$ cat src/hw/rtl/wrcc_ram.sv
`default_nettype none
module wrcc_ram #(
    parameter int DEPTH = 64,
    parameter int AW    = 6,
    parameter int W     = 17
) (
    input  wire logic          i_clk,
    input  wire logic          i_we,
    input  wire logic [AW-1:0] i_waddr,
    input  wire logic [W-1:0]  i_wdata,
    input  wire logic          i_re,
    input  wire logic [AW-1:0] i_raddr,
    output logic      [W-1:0]  o_rdata
);

    logic [W-1:0] r_mem [DEPTH];

    always_ff @(posedge i_clk) begin
        if (i_we) begin
            r_mem[i_waddr] <= i_wdata;
        end
        if (i_re) begin
            o_rdata <= r_mem[i_raddr];
        end
    end

endmodule
`default_nettype wire

$ cat config.mk
export PLATFORM = sky130hd
export DESIGN_NAME = wrcc_ram
export DESIGN_NICKNAME = d
export VERILOG_FILES = /design/src/hw/rtl/wrcc_ram.sv
export SDC_FILE = /design/constraint.sdc
export NUM_CORES = 1
export LEC_CHECK = 0
export BUFFER_PORTS_ARGS = -buffer_cell sky130_fd_sc_hd__buf_2
export CORE_UTILIZATION = 34
export CTS_BUF_LIST = sky130_fd_sc_hd__clkbuf_4 sky130_fd_sc_hd__clkbuf_8
export DETAILED_ROUTE_END_ITERATION = 8
export GPL_TIMING_DRIVEN = 0
export PLACE_DENSITY_LB_ADDON = 0.2
export SYNTH_ARGS = -nofsm -noshare
export SYNTH_HDL_FRONTEND = slang
export SYNTH_SLANG_ARGS = --single-unit
export TNS_END_PERCENT = 50
$ cat constraint.sdc
create_clock -name i_clk -period 3.2 [get_ports i_clk]
set_input_delay 0.16 -clock i_clk [delete_from_list [all_inputs] [get_ports i_clk]]
set_output_delay 0.16 -clock i_clk [all_outputs]
set_load 0.01 [all_outputs]
==> key figures <==
Status
  • Outcome: finished, violations left
  • Failing checks: design-rule violations

Final layout
  • Post-route insts no fill: 4032
  • Most frequent cells in the layout: edfxtp_1, mux4_2, clkbuf_8, mux2i_1, clkbuf_4
  • Nets@finish: 2295
  • Ratio of cells with drive above 1 in the final layout: 0.310
  • Design Area, Final: 49800 µm²
  • Commonest non-fill, non-tap cell in the layout: edfxtp_1
  • Syn-to-layout area delta: 17.0%

Die
  • Starting Density: 0.343
  • Number of top-level pins: 49
  • Chip Width: 356 µm
  • Chip height: 356 µm
  • Row cnt: 129
  • Core ar.: 124000 µm²
  • Die area: 126000 µm²

Route
  • # DRC: 12
  • Antenna Nets Post-Route: 0
  • Routed Wire Length: 118 mm
  • Vias per cell: 5.31
  • Via count: 21400
  • DR pass1 iterations: 9
  • DR WL/cell: 29.3 µm
  • DR iter-0 viols: 2228

Synth
  • Synth cell types: 37
  • Syn nets: 1985
  • EDFF count, synth: 1105
  • Yosys synthesis warning count: 0
  • Seq/Total Area, Yosys: 0.780
  • Mapped Cells: 1953
  • Syn Area/Cell: 21.8 µm²
  • Synth Area in Compound Gates: 0.0308
  • FF+latch count, synth: 1105
  • Synth Area in Simple Gates: 0.0242
  • Post-Syn Area: 42500 µm²
  • Area share of fa/ha/maj cells after synthesis: 0
  • Largest family of logic cells by synthesized area: multiplexers
  • Post-synth ARST share: 0
  • Synth Area in XOR/XNOR: 0
  • Cell accounting for the most synthesized area: edfxtp_1
  • Main synth FF type: edfxtp_1
  • Post-synthesis mux area share: 0.148
  • Share of the synthesized area in the top cell type: 0.780
  • Main area contributors after synthesis: edfxtp_1, mux4_2, mux2i_1, a22oi_1, a221oi_1

STA
  • RSZ-0062 raised after global routing: no
  • Tightest Pin Transition: 1.38 ns
  • Peak Freq: 335 MHz
  • Setup violators final: 0
  • Period utilization: 0.934
  • WHS: 0.0834 ns
  • Normalized max-slew margin: 0.0829
  • Fin crit period: 2.99 ns
  • Worst Skew: 0.0308 ns
  • Max Slew Vio Count: 0
  • Fin. Hold Viols: 0

Place
  • DP Cell Count: 3696
  • Routability congestion estimate: 0.829
  • IO buf count: 40
  • DPL Wire Length: 77.6 mm
  • Placed instance area: 46200 µm²

Power and ir drop
  • Clock share of power: 0.397
  • Peak supply drop: 0.000399 V
  • Sw frac: 0.224
  • P_sw: 6610 µW
  • Total power: 29500 µW
  • Power Density: 592 nW/µm²
  • Leak Pwr: 0.0158 µW
  • Seq pwr share: 0.546
  • Internal power: 22900 µW
  • Logic pwr share: 0.057

Setup path
  • CP Launch Type: input port
  • CP arrival: 3.56 ns
  • Worst endpoint required time: 3.77 ns
  • CP Max Fanout: 10
  • Crit. End Element: register
  • CP Class: input port to register

Clocking
  • Max Root-Sink Buffers: 3
  • Clock transition at the registers of the reported paths: 0.06 ns
  • Setup Fix Bufs, Post-CTS: 0
  • CTS Hold Bufs: 6
  • Post-cts sizing count: 0
  • CTS tree: done
  • H-tree Lvls: 4
  • Num CTS Buffers: 184
  • Worst-Skew Late Latency: 0.85 ns
  • Clock root buffer: clkbuf_8
  • CTS Sinks: 1105

Hold path
  • HP Class: input port to register

Global routing
  • First-pass GRT wire length: 166 mm
  • Total track usage: 0.188
  • Largest net degree at the start of global routing: 65
  • Initial antenna violation count: 7
  • Grt ovf: 0
  • Vias in the first global route: 22000

Flow run
  • Maxcap violations: 0
[per-stage QoR]
step | setup WS, ns | utilization | setup TNS [ns]
6_report | 0.212 | 0.402 | 0
5_1_grt | 0.117 | 0.402 | 0
4_1_cts | 0.238 | 0.401 | 0
3_5_place_dp | -0.662 | 0.373 | -5.30
3_3_place_gp | -0.768 | 0.362 | -70.03
2_1_floorplan | 0.935 | - | 0
[registers in the layout, summed over array words and instances (netlist names)]
name,cells
o_rdata,17
r_mem,1088
[area by class of cell]
cell class | count | area [µm²]
Clock inverter | 64 | 313
Multi-Input combinational cell | 734 | 8790
Antenna cell | 2 | 5.00
Timing Repair Buffer | 124 | 1640
Buffer | 113 | 708
Tap cell | 1637 | 2050
Clock buffer | 252 | 3070
Inverter | 1 | 3.75
Sequential cell | 1105 | 33200
Fill cell | 11000 | 74000
[final timing paths]
path | start | endpoint | slack (ns) | cells after the start
hold reg to reg | r_mem[40][14] | o_rdata[14] | 0.98 | 4
setup / recovery | i_raddr[1] | o_rdata[3] | 0.21 | 8
hold / removal | i_raddr[5] | o_rdata[0] | 0.08 | 3
setup reg to reg | r_mem[17][3] | o_rdata[3] | 0.51 | 5
[synth_stat cells (2+ instances only)]
| master | number |
|---|---|
| a211oi_1 | 23 |
| a211oi_2 | 2 |
| a21oi_1 | 12 |
| a221oi_1 | 43 |
| a221oi_2 | 2 |
| a22o_1 | 4 |
| a22oi_1 | 63 |
| a311oi_1 | 4 |
| and2_1 | 2 |
| and3_1 | 15 |
| and4_1 | 10 |
| buf_12 | 4 |
| buf_2 | 34 |
| buf_4 | 17 |
| buf_6 | 10 |
| buf_8 | 3 |
| clkbuf_1 | 44 |
| edfxtp_1 | 1105 |
| mux2_2 | 12 |
| mux2i_1 | 128 |
| mux4_2 | 216 |
| nand2_1 | 25 |
| nand2b_1 | 3 |
| nand3_1 | 17 |
| nand3b_1 | 2 |
| nand4_1 | 4 |
| nor2_1 | 99 |
| nor2b_1 | 25 |
| nor3_1 | 4 |
| nor4_1 | 4 |
| o221ai_1 | 11 |
[critical path, cell delays in order]
cell	delay (ns)
buf_2	0.15
buf_2	0.37
buf_2	0.47
clkbuf_4	0.47
mux2i_1	0.24
a22oi_1	0.67
o221ai_1	0.47
a211oi_1	0.52
[power groups by stage]
stage	clock network [µW]	logic (µW)	registers (µW)
final	11700	1680	16100
after global routing	12500	1760	16100
after CTS	12000	1680	16100
after detailed placement	0	1670	16400
after global placement	0	1620	16400
after floorplan	0	815	16400
[metal layers]
layer	track usage	routed length (µm)	share of wire
met4	0.0488	2500	0.021
met2	0.306	57500	0.49
met1	0.260	51100	0.43
met3	0.0330	7110	0.060
met5	0	13	0.00011
[cell families (layout without fill, tap and decap cells)]
group                  after synthesis  count (layout)
and+or+nand+nor                    213             213
AOI/OAI and AO/OA                  165             165
other                                0               2
muxes                              356             356
DFF                               1105            1105
buffers and inverters              114             554
Power figures use the tool's default switching activity.
