File: src/hw/rtl/wrcc_div.sv
`default_nettype none
// restoring divider, one quotient bit per cycle; dividend comes left-aligned
module wrcc_div #(
    parameter int NW = 80,
    parameter int VW = 48,
    parameter int CW = 7
) (
    input  wire logic          i_clk,
    input  wire logic          i_rst_n,
    input  wire logic          i_start,
    input  wire logic [NW-1:0] i_num,
    input  wire logic [VW-1:0] i_den,
    input  wire logic [CW-1:0] i_steps,
    output logic               o_busy,
    output logic      [NW-1:0] o_quot
);

    logic          r_busy;
    logic [CW-1:0] r_cnt;
    logic [NW-1:0] r_acc;
    logic [VW-1:0] r_rem;
    logic [VW-1:0] r_den;
    logic [VW:0]   rem2;
    logic [VW:0]   rem_sub;
    logic          ge;

    always_comb begin
        rem2    = {r_rem, r_acc[NW-1]};
        ge      = rem2 >= {1'b0, r_den};
        rem_sub = ge ? rem2 - {1'b0, r_den} : rem2;
    end

    always_ff @(posedge i_clk) begin
        if (!i_rst_n) begin
            r_busy <= 1'b0;
            r_cnt  <= '0;
        end else if (i_start) begin
            r_busy <= 1'b1;
            r_cnt  <= i_steps;
        end else if (r_busy) begin
            r_cnt <= r_cnt - 1'b1;
            if (r_cnt == CW'(1)) begin
                r_busy <= 1'b0;
            end
        end
    end

    always_ff @(posedge i_clk) begin
        if (i_start) begin
            r_acc <= i_num;
            r_rem <= '0;
            r_den <= i_den;
        end else if (r_busy) begin
            r_acc <= {r_acc[NW-2:0], ge};
            r_rem <= rem_sub[VW-1:0];
        end
    end

    assign o_busy = r_busy;
    assign o_quot = r_acc;

endmodule
`default_nettype wire

File: config.mk
export PLATFORM = sky130hd
export DESIGN_NAME = wrcc_div
export DESIGN_NICKNAME = d
export VERILOG_FILES = /design/src/hw/rtl/wrcc_div.sv
export SDC_FILE = /design/constraint.sdc
export NUM_CORES = 1
export LEC_CHECK = 0
export ABC_AREA = 1
export BUFFER_PORTS_ARGS = -buffer_cell sky130_fd_sc_hd__clkbuf_2
export CORE_MARGIN = 2
export CORE_UTILIZATION = 40
export DETAILED_ROUTE_END_ITERATION = 7
export GPL_TIMING_DRIVEN = 0
export PLACE_DENSITY = 0.6
export SLEW_MARGIN = 20
export SYNTH_ARGS = -nofsm -noshare
export SYNTH_HDL_FRONTEND = slang
export SYNTH_SLANG_ARGS = --single-unit
File: constraint.sdc
create_clock -name i_clk -period 4.3 [get_ports i_clk]
set_input_delay 0.86 -clock i_clk [delete_from_list [all_inputs] [get_ports i_clk]]
set_output_delay 0.86 -clock i_clk [all_outputs]
set_load 0.03 [all_outputs]
==> flow_summary.json <==
{
  "clock_latency_ns": 0.46,
  "yosys-top-cells-count": "770 x nand2_1, 283 x inv_1, 128 x edfxtp_1",
  "fin_skew_ns": 0.0191,
  "status": "complete, no violations",
  "maxSlewHeadroom": 0.496,
  "ys_async_sr_fraction": 0,
  "final_util": 0.478,
  "syn2layout_area_growth_pct": 18.4,
  "finalCriticalPeriod_ns": 3.10,
  "cts_buffers": 17,
  "yosys_warnings": 0,
  "synth-main-ff-cell": "edfxtp_1",
  "fmax_ghz": 0.322,
  "dieArea_sq_um": 31200,
  "gp_congestion": 0.969,
  "overflow": 0,
  "root_buffer": "clkbuf_16",
  "grt_max_degree": 50,
  "vias": 11200,
  "clockBufferDepth": 2,
  "critical_path_arrival_ns": 3.29,
  "synth.cell_area_sq_um": 11900,
  "drt-wirelength-per-cell_um": 15.4,
  "grt_usage": 0.240,
  "synthMuxAreaShare": 0,
  "ys_seq_elements": 184,
  "critPathMaxFanout": 49,
  "clk_pin_slew_ns": 0.07,
  "cts_sinks": 184,
  "yosys.area_share.xor_xnor": 0.0184,
  "syn_area_per_cell_sq_um": 6.88,
  "synth-simple-area-share": 0.358,
  "worst_pin_slew_ns": 0.753,
  "synth_top_family_by_area": "simple AND/OR/NAND/NOR gates",
  "drtAntennaViolNets": 0,
  "ir_worst_vdd_uv": 301,
  "min-delay-path-class": "reg2reg",
  "end_kind": "flop",
  "synth-seq-area-share": 0.417,
  "rows": 63,
  "dp_hpwl_um": 29500,
  "final_layout_size_suffix_gt1_frac": 0.157,
  "drc": 0,
  "grt_pass1_vias": 10900,
  "p_leak_nw": 7.67,
  "hold_viol": 0,
  "yosysTopAreaCell": "edfxtp_1",
  "antenna_found_initial": 0,
  "synth_area_leaders": "edfxtp_1 32%, nand2_1 24%, dfxtp_1 9.4%",
  "nets": 2158,
  "routed_wl_um": 36400,
  "cts_hold_buf": 0,
  "synth_edf_count": 128,
  "r2r_slack_ns": 1.69,
  "pin_count": 219,
  "cts_tree": "yes",
  "drt_pre_antenna_iters": 5,
  "synth_cell_types": 36,
  "die_y_um": 177,
  "power_density_nw_per_um2": 312,
  "n_antenna_cell": 0,
  "drtIter0Drc": 736,
  "finalMaxSlewViolations": 0,
  "routed_via_density": 4.72,
  "synth_cells": 1731,
  "ctsResizeCount": 0,
  "synthDominantCellAreaShare": 0.323,
  "io_buffer_count": 218,
  "finalWorstSetupSlack_ns": 1.20,
  "crit_type": "in2reg",
  "layout_worst_path_cycle_share": 0.722,
  "core-area_sq_um": 29500,
  "dp_worst_setup_slack_ns": 0.709,
  "htree_num_levels": 4,
  "critPathRequiredTime_ns": 4.48,
  "startpoint_type": "primary input",
  "synth.net_count": 1920,
  "rsz0062_at_grt": "no",
  "die_w_um": 177,
  "synth.most_common_cell": "nand2_1",
  "cts_post_setup_buffers_inserted": 0,
  "start_util": 0.404,
  "grt_pass1_wl_um": 57300,
  "synth-compound-area-share": 0.0358,
  "synthAdderAreaFrac": 0.0542,
  "max_cap_viol_count": 0,
  "setup_viol": 0
}
[sequential cells by signal, summed over array words and instances (netlist names)]
register,count
r_rem,48
r_cnt,7
o_quot,80
o_busy,1
r_den,48
[placed cells by master (no fill, tap or decap), drive strengths merged]
| cell type | instances |
|---|---|
| nand2 | 774 |
| inv | 318 |
| clkbuf | 267 |
| edfxtp | 128 |
| nand3 | 123 |
| nor2 | 95 |
| dfxtp | 56 |
| ha | 50 |
| a21oi | 31 |
| o21ai | 26 |
| nand3b | 25 |
| xnor2 | 20 |
| buf | 14 |
| nand4 | 11 |
| o21bai | 7 |
| nor3 | 7 |
| clkinv | 6 |
| a31oi | 5 |
| xor2 | 5 |
| and2 | 3 |
| o21a | 3 |
| clkinvlp | 3 |
| a21o | 1 |
| or2 | 1 |
| o211ai | 1 |
| a221oi | 1 |
| fa | 1 |
[final timing paths]
check                 start         end  cells after the start
hold reg to reg   r_rem[27]   r_rem[27]                      2
hold / removal    r_rem[27]   r_rem[27]                      2
setup reg to reg  r_den[32]   o_quot[0]                     12
setup / recovery    i_start  o_quot[22]                      6
[worst max-delay path: stages]
cell and delay (ns):
clkbuf_4 0.42, clkbuf_1 0.31, nor2_1 0.61, inv_1 0.16, clkbuf_4 0.47, buf_12 0.33
[kinds of logic (layout without fill, tap and decap cells)]
logic type	Yosys count	after routing
fa+ha+maj	51	51
buf+inv	357	608
simple gates	1039	1039
flops	184	184
xor+xnor	25	25
compound gates	75	75
[power breakdown]
part / switching, mW / internal, mW / total, mW
clock: 0.786 / 0.774 / 1.56
sequential: 0.0679 / 2.04 / 2.11
combinational: 0.508 / 0.219 / 0.727
total: 1.36 / 3.04 / 4.40
[metal layers]
layer,routed length (um),vias to the layer above,track usage
met5,0,-,0
li1,-,5795,-
met4,815,0,0.0747
met3,2380,42,0.0562
met2,16800,314,0.403
met1,16400,5047,0.305
[final cells by class]
type	instances	area, sq um
Clock inverter	14	154
Tap cell	390	488
Inverter	313	1170
Buffer	44	223
Sequential cell	184	4960
Timing Repair Buffer	219	1110
Multi-Input combinational cell	1190	5550
Clock buffer	18	429
Fill cell	3145	15400
[per-stage QoR]
stage          area, sq um  hold WS [ns]  total power, mW  instances  TNS (ns)
2_1_floorplan        11900         0.444             2.61       1731         0
3_3_place_gp         13500         0.458             2.88       2339   -211.94
3_5_place_dp         13500         0.458             2.88       2340         0
4_1_cts              14100         0.474             4.45       2372         0
5_1_grt              14100         0.484             4.59       2372         0
6_report             14100         0.472             4.40       2372         0
(Power assumes the default switching activity.)
