--- config.mk ---
export PLATFORM = sky130hd
export DESIGN_NAME = wrcc_sqrt
export DESIGN_NICKNAME = d
export VERILOG_FILES = /design/src/hw/rtl/wrcc_sqrt.sv
export SDC_FILE = /design/constraint.sdc
export NUM_CORES = 1
export LEC_CHECK = 0
export ABC_AREA = 1
export BUFFER_PORTS_ARGS = -buffer_cell sky130_fd_sc_hd__buf_2
export CORE_UTILIZATION = 30
export CTS_CLUSTER_SIZE = 40
export DETAILED_ROUTE_END_ITERATION = 8
export RECOVER_POWER = 100
export SLEW_MARGIN = 0
export SYNTH_ARGS = -nofsm -noshare
export SYNTH_HDL_FRONTEND = slang
export SYNTH_SLANG_ARGS = --single-unit
--- constraint.sdc ---
create_clock -name i_clk -period 4.3 [get_ports i_clk]
set_clock_uncertainty 0.15 [all_clocks]
set_input_delay 0 -clock i_clk [delete_from_list [all_inputs] [get_ports i_clk]]
set_output_delay 0 -clock i_clk [all_outputs]
set_load 0.03 [all_outputs]
--- src/hw/rtl/wrcc_sqrt.sv ---
`default_nettype none
// digit-by-digit integer square root, two radicand bits per cycle
module wrcc_sqrt #(
    parameter int XW = 40
) (
    input  wire logic              i_clk,
    input  wire logic              i_rst_n,
    input  wire logic              i_start,
    input  wire logic [XW-1:0]     i_x,
    output logic                   o_busy,
    output logic      [XW/2-1:0]   o_root
);

    logic [XW-1:0] r_x;
    logic [XW-1:0] r_res;
    logic [XW-1:0] r_bit;
    logic [XW-1:0] trial;

    assign trial = r_res + r_bit;

    always_ff @(posedge i_clk) begin
        if (!i_rst_n) begin
            r_bit <= '0;
        end else if (i_start) begin
            r_bit <= XW'(1) << (XW - 2);
        end else begin
            r_bit <= r_bit >> 2;
        end
    end

    always_ff @(posedge i_clk) begin
        if (i_start) begin
            r_x   <= i_x;
            r_res <= '0;
        end else if (r_bit != '0) begin
            if (r_x >= trial) begin
                r_x   <= r_x - trial;
                r_res <= (r_res >> 1) + r_bit;
            end else begin
                r_res <= r_res >> 1;
            end
        end
    end

    assign o_busy = r_bit != '0;
    assign o_root = r_res[XW/2-1:0];

endmodule
`default_nettype wire

==> impl_metrics.json, run 1 <==
{
  "slew-limit-headroom": 0.4474,
  "synthCells": 1892,
  "ys_types": 51,
  "max-cap-violations": 0,
  "dieArea_um2": 38170,
  "syn_to_final_growth_pct": 18.74,
  "clk_pin_slew_worst_paths_ps": 90,
  "syn_area_um2": 11220,
  "synth_async_sr_flop_share": 0,
  "syn_area_per_cell_um2": 5.929,
  "grt_use_total": 0.2087,
  "root_buffer": "clkbuf_16",
  "num-nets-final": 2147,
  "synth_top_area_cell": "nand2_1",
  "design.portCount": 64,
  "clockBufferDepth": 2,
  "chipWidth_um": 195.4,
  "fillerInstances": 4027,
  "max_freq_ghz": 0.2435,
  "ys_top_cells_by_area": "nand2_1, dfxtp_1, edfxtp_1, ha_1, inv_1",
  "cp_max_fo": 15,
  "ctsHtreeMaxLevel": 3,
  "status": "complete, no violations",
  "drtPass1Iterations": 8,
  "cp.required_ps": 4220,
  "initial_utilization": 0.3057,
  "place.gp.congestion": 0.9520,
  "cts_tree": "done",
  "syn_nets": 2018,
  "ys.flop_type": "dfxtp_1",
  "ys_warn_count": 0,
  "row_count": 70,
  "yosysSeqAreaShare": 0.2141,
  "antenna_found_initial": 0,
  "port_buffers": 63,
  "grt_overflow": 0,
  "fin_setup_tns_ps": 0,
  "crit_path_end_kind": "flop",
  "wl_per_cell_um": 16.31,
  "p_leak_nw": 5.968,
  "rsz0062_at_grt": "yes",
  "drtIter0Drc": 1028,
  "power_density_nw_per_um2": 385.6,
  "grt_pass1_wl_um": 62950,
  "clock-sinks": 100,
  "clk_latency_ps": 360,
  "synth_top_area_share": 0.2111,
  "post-synth-top-count-cell": "nand2_1",
  "finalCritPeriodShare": 0.9550,
  "arrival_ps": 4030,
  "final_util": 0.3630,
  "synth_seq_cells": 100,
  "core_um2": 36700,
  "drc": 0,
  "ys_top_cells_by_count": "nand2_1, inv_1, nor2_1",
  "setup_violations": 0,
  "drive_above_1_share": 0.1115,
  "vias": 12430,
  "tightest_slew_ps": 821.3,
  "postRouteAntennaNets": 0,
  "diodes": 0,
  "drv_slew": 0,
  "min_period_ps": 4107,
  "ir_drop_mv": 0.2132,
  "hold_viol": 0,
  "cts_buffers": 9,
  "crit_type": "reg -> reg",
  "grt_max_degree": 59,
  "min-delay-path-class": "in -> reg",
  "wirelength_um": 40680,
  "via_per_inst": 4.985,
  "synth_edf_count": 40,
  "grt_pass1_vias": 11590,
  "crit_path_start_kind": "flop",
  "die_h_um": 195.4,
  "hpwl_um": 32810
}
==> report_power, final <==
part	internal, mW	switching, mW	leakage (nW)	total, mW
logic	1.06	1.90	4.93	2.96
registers	1.20	0.129	0.892	1.33
clock network	0.412	0.435	0.147	0.847
==> worst max-delay path, cell delays in order, from the launching register on <==
cell and delay, ps:
dfxtp_1 340, ha_1 340, nand2_2 110, nor2_1 250
inv_1 110, nor4_2 330, nand3_1 120, o2111ai_1 180
xor2_1 150, ha_1 400, nand2_1 140, nor2_2 170
nand2_2 90, nor2_1 100, nand2_1 70, nor2_2 130
nor2_4 70, nand2_8 130, nand2_4 70, nand2_4 140
clkbuf_16 210
==> flip-flops by register name (all words and copies together), names as in the netlist <==
register  count
r_res        40
r_x          40
r_bit        20
==> final timing paths <==
kind | start | end | slack (ps) | cells after the start
max | r_bit[6] | r_x[1] | 190 | 20
min | i_x[8] | r_x[8] | 300 | 4
min reg2reg | r_bit[34] | r_bit[32] | 330 | 2
max reg2reg | r_bit[6] | r_x[1] | 190 | 20
==> kinds of logic (layout without fill, tap and decap cells) <==
kind of cell / Yosys count / in the layout / synth area share
buffers and inverters: 311 / 445 / 0.1153
flip-flops: 100 / 100 / 0.2141
AND/OR/NAND/NOR: 1069 / 1069 / 0.4002
XOR/XNOR: 59 / 59 / 0.04606
adder cells (fa/ha/maj): 83 / 83 / 0.09324
AO/OA/AOI/OAI: 270 / 270 / 0.1311
==> cell type report <==
type                    count  area, µm²  share of cell area
multi-input cells        1481       7789              0.5847
flip-flops and latches    100       2405              0.1805
repair buffers            175       1285             0.09647
inverters                 253      953.4             0.07158
well taps                 468      585.6             0.04396
clock buffers               9      225.2             0.01691
clock inverters             7      70.07            0.005260
repair inverters            1      7.507           0.0005636
==> layout by cell type (no fill, tap or decap), types with 20 or more instances in the layout <==
| cell | count |
|---|---|
| buf_2 | 43 |
| nor3_1 | 21 |
| nand3_1 | 142 |
| xor2_1 | 40 |
| ha_1 | 74 |
| buf_4 | 65 |
| clkbuf_1 | 20 |
| dlygate4sd3_1 | 43 |
| a21oi_1 | 120 |
| inv_1 | 248 |
| edfxtp_1 | 40 |
| nand2_1 | 627 |
| dfxtp_1 | 58 |
| nor2_1 | 175 |
| o21ai_0 | 82 |
==> per-stage QoR <==
stage	cells	setup WS (ps)	cell area (µm²)	hold slack (ps)	total power, mW
final	2494	193.4	13320	296.7	5.137
after detailed placement	2429	-103.8	12270	66.46	4.107
after global routing	2494	-43.37	13320	320.8	5.531
after CTS	2488	22.72	13000	285.9	4.997
after global placement	2429	-78.68	12270	58.33	4.093
after floorplan	1892	246.0	11220	-52.37	3.349
==> metal layers <==
layer  vias to the layer above  routed length [µm]  track usage
li1                       6344                   -            -
met1                      5695               19440       0.2920
met2                       348               18320       0.3423
met3                        46                2191      0.02487
met4                         0                 722      0.04404
met5                         -                   0            0
==> repair_timing <==
item | in CTS | in global routing
setup buffers | 0 | 4
endpoints found under the hold margin | 52 | 0
pin swaps | 0 | 8
gates resized for setup | 1 | 73
cloned | 0 | 2
endpoints found under the setup margin | 78 | 92
hold buffers | 43 | 0
No activity file was read; power rests on OpenSTA's default activity.
==> inputs of run 2 (changes only) <==
--- a/config.mk
+++ b/config.mk
@@ -7,6 +7,8 @@
 export LEC_CHECK = 0
 export ABC_AREA = 1
 export BUFFER_PORTS_ARGS = -buffer_cell sky130_fd_sc_hd__buf_2
+export CAP_MARGIN = 20
+export CORE_MARGIN = 4
 export CORE_UTILIZATION = 30
 export CTS_CLUSTER_SIZE = 40
 export DETAILED_ROUTE_END_ITERATION = 8
==> constraint.sdc (replaced) <==
create_clock -name i_clk -period 5.11 [get_ports i_clk]
set_clock_uncertainty 0.15 [all_clocks]
set_input_delay 0 -clock i_clk [delete_from_list [all_inputs] [get_ports i_clk]]
set_output_delay 0 -clock i_clk [all_outputs]
set_load 0.03 [all_outputs]
==> impl_metrics.json, run 2 (synthesized netlist as in run 1, its figures left out) <==
{
  "seqPwrFrac": 0.271,
  "fin_setup_tns_ps": 0,
  "wl_per_cell_um": 16.33,
  "max-cap-violations": 1,
  "vias": 12300,
  "drtIter0Drc": 972,
  "setup_violations": 0,
  "violations": "capacitance limit, slew limit",
  "slew-limit-headroom": -0.5128,
  "drv_slew": 52,
  "antenna_found_initial": 0,
  "grt_max_degree": 52,
  "post-cts-setup-buffers": 0,
  "status": "finished, violations left",
  "final_area_um2": 12640,
  "ctsHtreeMaxLevel": 3,
  "final_cell_mix": "nand2_1, inv_1, nor2_1",
  "place.gp.congestion": 0.9884,
  "die_h_um": 201.4,
  "crit_path_end_kind": "flop",
  "tightest_slew_ps": 2269,
  "ir_drop_mv": 0.1947,
  "drtPass1Iterations": 7,
  "max_stage_delay_ps": 460,
  "min-delay-path-class": "in -> reg",
  "layout_commonest_cell": "nand2_1",
  "drive_above_1_share": 0.06316,
  "crit_type": "reg -> reg",
  "placed_area_um2": 11970,
  "internal_power_mw": 2.168,
  "grt_pass1_wl_um": 63620,
  "top_regs": "r_res: 40 flops, r_x: 40 flops, r_bit: 20 flops",
  "r2r_end": "r_x[16]",
  "grt_pass1_vias": 11580,
  "cts_tree": "done",
  "power_frac_comb": 0.553,
  "design.portCount": 64,
  "grt_use_total": 0.1936,
  "core_um2": 36790,
  "syn_to_final_growth_pct": 12.69,
  "hpwl_um": 32500,
  "worstPathBufferInverterCount": 3,
  "diodes": 0,
  "p_leak_nw": 5.688,
  "power_switching_mw": 1.985,
  "regToRegStartpoint": "r_res[6]",
  "hold_viol": 0,
  "clk_latency_ps": 370,
  "clockBufferDepth": 2,
  "cp.required_ps": 5020,
  "min_period_ps": 4756,
  "crit_chain": "ha_1 -> nand2_1 -> o21ai_0 -> inv_1 -> nand2_1 -> a21oi_1 -> o21ai_0 -> a21oi_1 -> xor2_1 -> ha_1 -> nand2_1 -> nor2_1 -> and2_1 -> inv_1 -> nor2_2 -> nand2_4 -> nand2_4 -> nand2_4 -> nand2_2 -> buf_12",
  "num-nets-final": 2100,
  "row_count": 70,
  "rsz0062_at_grt": "no",
  "drc": 0,
  "chipWidth_um": 201.4,
  "clk_pin_slew_worst_paths_ps": 80,
  "postRouteAntennaNets": 0,
  "max_freq_ghz": 0.2103,
  "hold_slack_ps": 256.5,
  "dieArea_um2": 40550,
  "hold_start": "i_rst_n",
  "port_buffers": 63,
  "cpLargestDelayFamily": "simple AND/OR/NAND/NOR gates",
  "whs_endpoint": "r_bit[38]",
  "regToRegSetupSlack_ps": 350,
  "finalCritPeriodShare": 0.9307,
  "wirelength_um": 39960,
  "clock-sinks": 100,
  "root_buffer": "clkbuf_16",
  "power_density_nw_per_um2": 328.5,
  "arrival_ps": 4660,
  "hold_path_depth": 4,
  "p_clk_frac": 0.175,
  "cts_buffers": 9,
  "swShare": 0.4779,
  "critPathSlowestCell": "o21ai_0",
  "final_util": 0.3437,
  "cp_max_fo": 40,
  "initial_utilization": 0.3050,
  "via_per_inst": 5.028,
  "crit_path_start_kind": "flop",
  "reg2reg_depth": 20,
  "grt_overflow": 0
}
==> run 2: cell types whose count changed in the layout (fill, tap and decap cells not counted), sizes merged <==
cell	change
clkbuf	+4
dlygate4sd3	-1
clkinvlp	-1
buf	-47
inv	+1
clkinv	-3
==> run 2: what timing repair did <==
item                                   in CTS  in global routing
setup endpoints to repair                   0                 73
resized for setup                           0                  2
endpoints found under the hold margin      44                  0
hold buffers                               42                  0
==> run 2: layout make-up <==
class / instances / area (µm²)
clock buffers: 11 / 254.0
clock inverters: 5 / 40.04
fillers: 4160 / 24140
inverters: 253 / 949.7
multi-input cells: 1481 / 7510
flip-flops and latches: 100 / 2402
well taps: 468 / 585.6
repair buffers: 129 / 900.9
==> run 2: how the worst max path moves through the flow <==
stage | start | end | slack (ps) | cells after the start
floorplan | r_res[12] | r_x[0] | 670 | 21
global placement | r_bit[0] | r_res[35] | 380 | 23
detailed placement | r_bit[4] | r_res[31] | 300 | 24
CTS | r_bit[4] | r_res[31] | 280 | 24
global route | r_bit[4] | r_res[7] | 30 | 23
finish | r_res[6] | r_x[16] | 350 | 20
==> run 2: layer usage <==
layer / track usage / wire length (µm) / vias up
met2: 0.3057 / 17400 / 357
met5: 0 / 0 / -
li1: - / - / 6259
met3: 0.02256 / 2115 / 55
met4: 0.06250 / 1098 / 0
met1: 0.2759 / 19340 / 5633
==> run 2: power by group through the flow <==
stage | combinational (mW) | clock, mW | sequential (mW)
floorplan | 1.72 | 0 | 1.09
global placement | 2.22 | 0 | 1.15
detailed placement | 2.25 | 0 | 1.15
CTS | 2.29 | 0.743 | 1.13
global route | 2.60 | 0.770 | 1.14
finish | 2.30 | 0.728 | 1.13
==> run 2: per-stage QoR <==
stage / cells / worst slack [ps] / total power, mW
after floorplan: 1892 / 672.1 / 2.818
after global placement: 2389 / 376.5 / 3.365
after detailed placement: 2389 / 304.5 / 3.392
after CTS: 2447 / 281.7 / 4.158
after global routing: 2447 / 31.43 / 4.506
final: 2447 / 354.2 / 4.153
==> run 2: worst register-to-register path, delay by kind of cell (launching register included) <==
kind / cells / cell delay [ps]
AND/OR/NAND/NOR: 10 / 1400
adder cells (fa/ha/maj): 2 / 760
flip-flops: 1 / 410
XOR/XNOR: 1 / 190
buffers and inverters: 3 / 420
AO/OA/AOI/OAI: 4 / 1090
